File: src/hdl/gst_divider.sv
// ----------------------------------------------------------------------------
// gst_divider - pipelined restoring divider
// One quotient bit per stage; a side band of width TagW travels alongside.
// ----------------------------------------------------------------------------
module gst_divider #(
	parameter int NumW = 28,
	parameter int DenW = 13,
	parameter int TagW = 1
) (
	input  logic             clk,
	input  logic             arst_n,
	input  logic             en,
	input  logic             in_valid,
	input  logic [NumW-1:0]  num,
	input  logic [DenW-1:0]  den,
	input  logic [TagW-1:0]  tag_in,
	output logic             out_valid,
	output logic [NumW-1:0]  quot,
	output logic [TagW-1:0]  tag_out
);

	logic [NumW-1:0] rem_s [NumW+1];
	logic [NumW-1:0] q_s   [NumW+1];
	logic [NumW-1:0] n_s   [NumW+1];
	logic [DenW-1:0] d_s   [NumW+1];
	logic [TagW-1:0] t_s   [NumW+1];
	logic            v_s   [NumW+1];

	assign rem_s[0] = '0;
	assign q_s[0]   = '0;
	assign n_s[0]   = num;
	assign d_s[0]   = den;
	assign t_s[0]   = tag_in;
	assign v_s[0]   = in_valid;

	for (genvar k = 0; k < NumW; k++) begin : g_bit
		logic [NumW:0] trial;
		logic [NumW:0] shifted;
		assign shifted = {rem_s[k], n_s[k][NumW-1-k]};
		assign trial   = shifted - {{(NumW+1-DenW){1'b0}}, d_s[k]};
		always_ff @(posedge clk or negedge arst_n) begin
			if (!arst_n) begin
				v_s[k+1] <= 1'b0;
			end else if (en) begin
				v_s[k+1] <= v_s[k];
			end
		end
		always_ff @(posedge clk) begin
			if (en) begin
				if (!trial[NumW]) begin
					rem_s[k+1] <= trial[NumW-1:0];
					q_s[k+1]   <= {q_s[k][NumW-2:0], 1'b1};
				end else begin
					rem_s[k+1] <= shifted[NumW-1:0];
					q_s[k+1]   <= {q_s[k][NumW-2:0], 1'b0};
				end
				n_s[k+1] <= n_s[k];
				d_s[k+1] <= d_s[k];
				t_s[k+1] <= t_s[k];
			end
		end
	end

	assign out_valid = v_s[NumW];
	assign quot      = q_s[NumW];
	assign tag_out   = t_s[NumW];

endmodule

File: config.mk
export PLATFORM = sky130hd
export DESIGN_NAME = gst_divider
export DESIGN_NICKNAME = d
export VERILOG_FILES = /design/src/hdl/gst_divider.sv
export SDC_FILE = /design/constraint.sdc
export NUM_CORES = 2
export LEC_CHECK = 0
export BUFFER_PORTS_ARGS = -buffer_cell sky130_fd_sc_hd__buf_4
export CORE_MARGIN = 8
export CORE_UTILIZATION = 55
export DETAILED_ROUTE_END_ITERATION = 10
export GPL_TIMING_DRIVEN = 0
export HOLD_SLACK_MARGIN = 0.08
export PLACE_DENSITY = 0.78
export SLEW_MARGIN = 20
export SYNTH_ARGS = -nofsm -noshare
export SYNTH_HDL_FRONTEND = slang
export SYNTH_SLANG_ARGS = --single-unit
File: constraint.sdc
create_clock -name clk -period 8.35 [get_ports clk]
set_input_delay 0.4175 -clock clk [delete_from_list [all_inputs] [get_ports clk]]
set_output_delay 0.4175 -clock clk [all_outputs]
set_load 0.02 [all_outputs]
**Word level (Yosys, flattened, before mapping)**

Cells that the tools add are included.

- Add/subtract/negate cells: 28
- Mux-type cells: 55

Operators by type and width:

| cell | count |
|---|---|
| 29-bit by 13-bit subtractor with 29-bit output | 27 |
| 28-bit two-way mux | 26 |
| 1-bit two-way mux | 29 |
| 1-bit by 13-bit subtractor with 14-bit output | 1 |

- Register bits after elaboration: 1933
- Bits of input ports: 46
- Word-level logic and storage cells: 249

**Logic depth before layout (Yosys ltp)**

- Depth after elaboration: 2
- Depth in mapped cells: 14
- Depth with buffers taken out: 13

**Worst setup path after synthesis**

OpenSTA, ideal clock, no wires.

- Path kind: register -> register
- From: register n_s (netlist bit g_bit[6].shifted[0])
- To: register rem_s (netlist bit g_bit[7].shifted[25]) (data pin)
- Arrival: 3.709 ns
- Setup slack: 4.382 ns
- Stages on the path, launching flop included: 15
- Path buffers: 2
- Cells stage by stage: edfxtp_1 > inv_1 > ha_1 > inv_1 > fa_1 > a21o_1 > a211o_1 > a2111oi_0 > nor2_1 > a221o_1 > buf_6 > or3b_1 > buf_2 > or4_4 > xnor2_2

- Longest elaborated chain between the ends: 2

Ends and longest elaborated chain:

| what | RTL line | source |
|---|---|---|
| start, declared | 24 | `logic [NumW-1:0] n_s [NumW+1];` |
| start signal, assigned by index | 57 | `n_s[k+1] <= n_s[k];` |
| 29-bit by 13-bit subtractor with 29-bit output | 40 | `assign trial = shifted - {{(NumW+1-DenW){1'b0}}, d_s[k]};` |
| 28-bit two-way mux | 50 | `if (!trial[NumW]) begin` |
| end signal, assigned by index | 51 | `rem_s[k+1] <= trial[NumW-1:0];` |
| end signal, assigned by index | 54 | `rem_s[k+1] <= shifted[NumW-1:0];` |
| end, declared | 22 | `logic [NumW-1:0] rem_s [NumW+1];` |

Every way passes these cells.
A chain may end at the register's enable or synchronous reset.

**Final worst setup path**

Ends and elaborated chain as after synthesis.

==> impl_metrics.tcl <==
set metrics [dict create \
    min-delay-path-class "primary input to flip-flop" \
    clock_sinks 1933 \
    maximum_number_of_pins_on_one_net_before_global_route_repair 170 \
    postLayoutCellArea_um2 97560 \
    drt-total-wl_mm 153.2 \
    layout_min_cycle_time_ns 4.948 \
    final_min_period_over_clock_period_pct 59.26 \
    die_w_um 413.7 \
    place.detailed.hpwl_mm 104.8 \
    max_slew.worst_pin.slew_ns 1.206 \
    clock_pin_slew_reported_for_the_worst_setup_and_hold_paths_after_clock_tree_synthesis_ns 0.06 \
    setup_slack_of_the_worst_register_to_register_path_ns 3.40 \
    cts_inserted_buffers 199 \
    worst_hold_slack_ns 0.06926 \
    critPathLaunchType "flip-flop" \
    ctsLongestPathBuffers 3 \
    grt_antenna_before_repair 0 \
    startpoint "g_bit[6].shifted[0]" \
    routed_wire_length_per_instance_um 17.40 \
    drc 0 \
    cts_root_buffer "sky130_fd_sc_hd__clkbuf_16" \
    dpl_worst_slack_ns 3.283 \
    gp_congestion 0.8826 \
    clock_latency_ns 0.82 \
    post_synth_instance_area_um2 86970 \
    achievable-frequency_mhz 202.1 \
    critPathCapture "g_bit[7].shifted[25]" \
    outcome "complete, no violations" \
    timing.final.hold_violations 0 \
    yosysSeqAreaShare_pct 66.58 \
    maxCapViolCount 0 \
    wl_met1_mm 64.70 \
    clock_tree.htree_level_count 4 \
    worstReg2RegEnd "g_bit[7].shifted[25]" \
    detailed_place.area_um2 90530 \
    overall_via_count_from_detail_route 49580 \
    synthesis.instances 6216 \
    final_report_max_slew_violation_count 0 \
    postSynthAreaPerCell_um2 13.99 \
    distinct_cell_type_count_of_the_synthesized_netlist 88 \
    totalNegativeSetupSlack_ns 0 \
    worst-r2r-cell-count 14 \
    power_density_nw_per_um2 255.6 \
    worst-endpoint-arrival_ns 5.51 \
    timing_worst_setup_path_type "flip-flop to flip-flop" \
    max-vdd-ir-drop_uv 221.9 \
    cts_tree "built" \
    worst-path-max-fanout 10 \
    utilization_pct 61.89 \
    flow.area_growth_from_synthesis_pct 12.18 \
    fp.dieArea_um2 171100 \
    synth_largest_type_area_fraction_pct 65.77 \
    fin_worst_skew_ns 0.03613 \
    asyncSetResetFlopFracSynth_pct 1.449 \
    number_of_synthesized_flops_with_an_enable_pin 1905 \
    rows 146 \
    most-common-layout-cells "sky130_fd_sc_hd__edfxtp_1, sky130_fd_sc_hd__inv_1, sky130_fd_sc_hd__xnor2_1" \
    die_h_um 413.7 \
    design.final.nets 6981 \
    final-setup-viol-count 0 \
    wire_length_of_the_first_global_routing_pass_mm 250.9 \
    max-slew-margin-rel_pct 17.51 \
    final_antenna_net_count 0 \
    worst_r2r_startpoint "g_bit[6].shifted[0]" \
    req_time_crit_path_ns 8.91 \
    timing.final.ws_setup_ns 3.402 \
    cts_setup_buffers 0 \
    ios 76 \
    first_global_vias 49950 \
    initial_utilization_pct 55.17 \
    drive_gt1_share_pct 9.981 \
    dr.pass1.iters 6 \
    synth_seq_cells 1933 \
    highest-signal-layer "met4" \
    netlist_top_cells_area "sky130_fd_sc_hd__edfxtp_1, sky130_fd_sc_hd__ha_1, sky130_fd_sc_hd__xnor2_1" \
    core_um2 157600 \
    mostFrequentLayoutCell "sky130_fd_sc_hd__edfxtp_1" \
    met2RoutedLength_mm 76.81 \
    total_global_routing_overflow 0 \
    synth.yosys.warnings 0 \
    routed_via_density 5.634 \
    routed-wl-met3_mm 6.829 \
    p_leak_nw 36.18 \
    synth-main-ff-cell "sky130_fd_sc_hd__edfxtp_1" \
    grtUsageTotal_pct 17.77 \
    buffer_ports.inserted 75 \
    library_cell_occupying_the_most_area_in_the_post_synthesis_netlist "sky130_fd_sc_hd__edfxtp_1" \
    critPathCaptureType "flip-flop" \
    rsz0062_at_grt "no" \
    detail_route.iter0.violations 3774 \
]
==> report_power, final <==
part           internal [mW]  switching [mW]  leakage (nW)
logic                   1.65            2.15          14.0
registers               11.8           0.534          19.0
clock network           5.12            3.66          3.18
total                   18.6            6.35          36.2
==> kinds of logic (layout without fill, tap and decap cells) <==
group           count (synthesis)  in the layout  synth area share [%]
flops                        1933           1933                 66.58
compound gates                972            972                 7.062
xor+xnor                      646            646                 6.514
buf+inv                       590           1092                 2.694
mux                           191            191                 2.454
simple gates                 1505           1505                 9.031
fa+ha+maj                     378            378                 5.662
other cells                     1             11              0.004312
==> metrics by stage <==
stage	cells	power, mW
3_5_place_dp	8382	16.27
4_1_cts	8795	25.17
3_3_place_gp	8368	16.37
5_1_grt	8795	26.07
6_report	8800	24.93
2_1_floorplan	6221	15.12
==> layout make-up <==
class / count / area (um2)
Tap cell: 2072 / 2592
Timing Repair Buffer: 135 / 1395
Sequential cell: 1933 / 57910
Antenna cell: 5 / 12.51
Clock inverter: 132 / 1351
Inverter: 453 / 1700
Buffer: 137 / 643.1
Multi-Input combinational cell: 3698 / 26780
Clock buffer: 235 / 5189
Fill cell: 11570 / 60080
==> critical path, cell delays in order (launching register included) <==
cell                        delay, ns
sky130_fd_sc_hd__edfxtp_1        0.48
sky130_fd_sc_hd__inv_1           0.09
sky130_fd_sc_hd__ha_1            0.16
sky130_fd_sc_hd__inv_1           0.05
sky130_fd_sc_hd__fa_1            0.40
sky130_fd_sc_hd__a21o_1          0.20
sky130_fd_sc_hd__a211o_1         0.31
sky130_fd_sc_hd__a2111oi_0       1.05
sky130_fd_sc_hd__nor2_1          0.30
sky130_fd_sc_hd__a221o_1         0.41
sky130_fd_sc_hd__buf_6           0.15
sky130_fd_sc_hd__or3b_1          0.34
sky130_fd_sc_hd__buf_2           0.18
sky130_fd_sc_hd__or4_4           0.44
sky130_fd_sc_hd__xnor2_2         0.14
==> metal layers <==
metal  vias to the layer above  GRT usage [%]
li1                      23940              -
met1                     24100          22.25
met2                      1188          31.05
met3                       355          3.022
met4                         0          6.575
met5                         -              0
==> worst min-delay path by stage <==
stage / depth (start not counted) / startpoint / to
final: 1 / en / n_s[730]
after floorplan: 0 / arst_n / out_valid
after global routing: 1 / en / n_s[758]
after CTS: 1 / en / n_s[730]
after detailed placement: 1 / arst_n / out_valid
after global placement: 1 / arst_n / out_valid
==> what timing repair did <==
item | 4_1_cts | 5_1_grt
resized for setup | 0 | 0
endpoints found under the hold margin | 77 | 0
hold buffers | 46 | 0
==> registers in the layout (all words and copies together) (netlist names) <==
register,flops
g_bit.shifted,769
q_s,378
d_s,351
n_s,351
quot,28
t_s,27
v_s,27
out_valid,1
tag_out,1
==> cells in the mapped netlist, types with 10 or more instances <==
| cell | instances |
|---|---|
| sky130_fd_sc_hd__o21a_1 | 49 |
| sky130_fd_sc_hd__nand4_1 | 35 |
| sky130_fd_sc_hd__ha_1 | 352 |
| sky130_fd_sc_hd__nor3_1 | 156 |
| sky130_fd_sc_hd__o31ai_1 | 32 |
| sky130_fd_sc_hd__nand3_1 | 116 |
| sky130_fd_sc_hd__nor2_1 | 299 |
| sky130_fd_sc_hd__edfxtp_1 | 1905 |
| sky130_fd_sc_hd__a31oi_1 | 29 |
| sky130_fd_sc_hd__or2_2 | 36 |
| sky130_fd_sc_hd__clkbuf_1 | 89 |
| sky130_fd_sc_hd__mux2i_1 | 13 |
| sky130_fd_sc_hd__xor2_1 | 271 |
| sky130_fd_sc_hd__o31a_1 | 14 |
| sky130_fd_sc_hd__a21o_1 | 110 |
| sky130_fd_sc_hd__nor4_1 | 112 |
| sky130_fd_sc_hd__nand2b_1 | 56 |
| sky130_fd_sc_hd__dfrtp_1 | 28 |
| sky130_fd_sc_hd__nand4b_1 | 27 |
| sky130_fd_sc_hd__nor2b_1 | 52 |
| sky130_fd_sc_hd__or4_1 | 60 |
| sky130_fd_sc_hd__and3_1 | 25 |
| sky130_fd_sc_hd__o211ai_1 | 32 |
| sky130_fd_sc_hd__fa_1 | 26 |
| sky130_fd_sc_hd__nand3b_1 | 35 |
| sky130_fd_sc_hd__or3_1 | 75 |
| sky130_fd_sc_hd__nor4b_1 | 17 |
| sky130_fd_sc_hd__o21bai_1 | 28 |
| sky130_fd_sc_hd__a211o_1 | 10 |
| sky130_fd_sc_hd__o21ai_0 | 261 |
| sky130_fd_sc_hd__buf_4 | 29 |
| sky130_fd_sc_hd__xnor2_1 | 374 |
| sky130_fd_sc_hd__and2_1 | 14 |
| sky130_fd_sc_hd__a211oi_1 | 38 |
| sky130_fd_sc_hd__a21oi_1 | 260 |
| sky130_fd_sc_hd__a2111oi_0 | 13 |
| sky130_fd_sc_hd__nand2_1 | 345 |
| sky130_fd_sc_hd__o2111ai_1 | 10 |
| sky130_fd_sc_hd__mux2_2 | 178 |
| sky130_fd_sc_hd__inv_1 | 451 |
No activity file was read; power rests on OpenSTA's default activity.
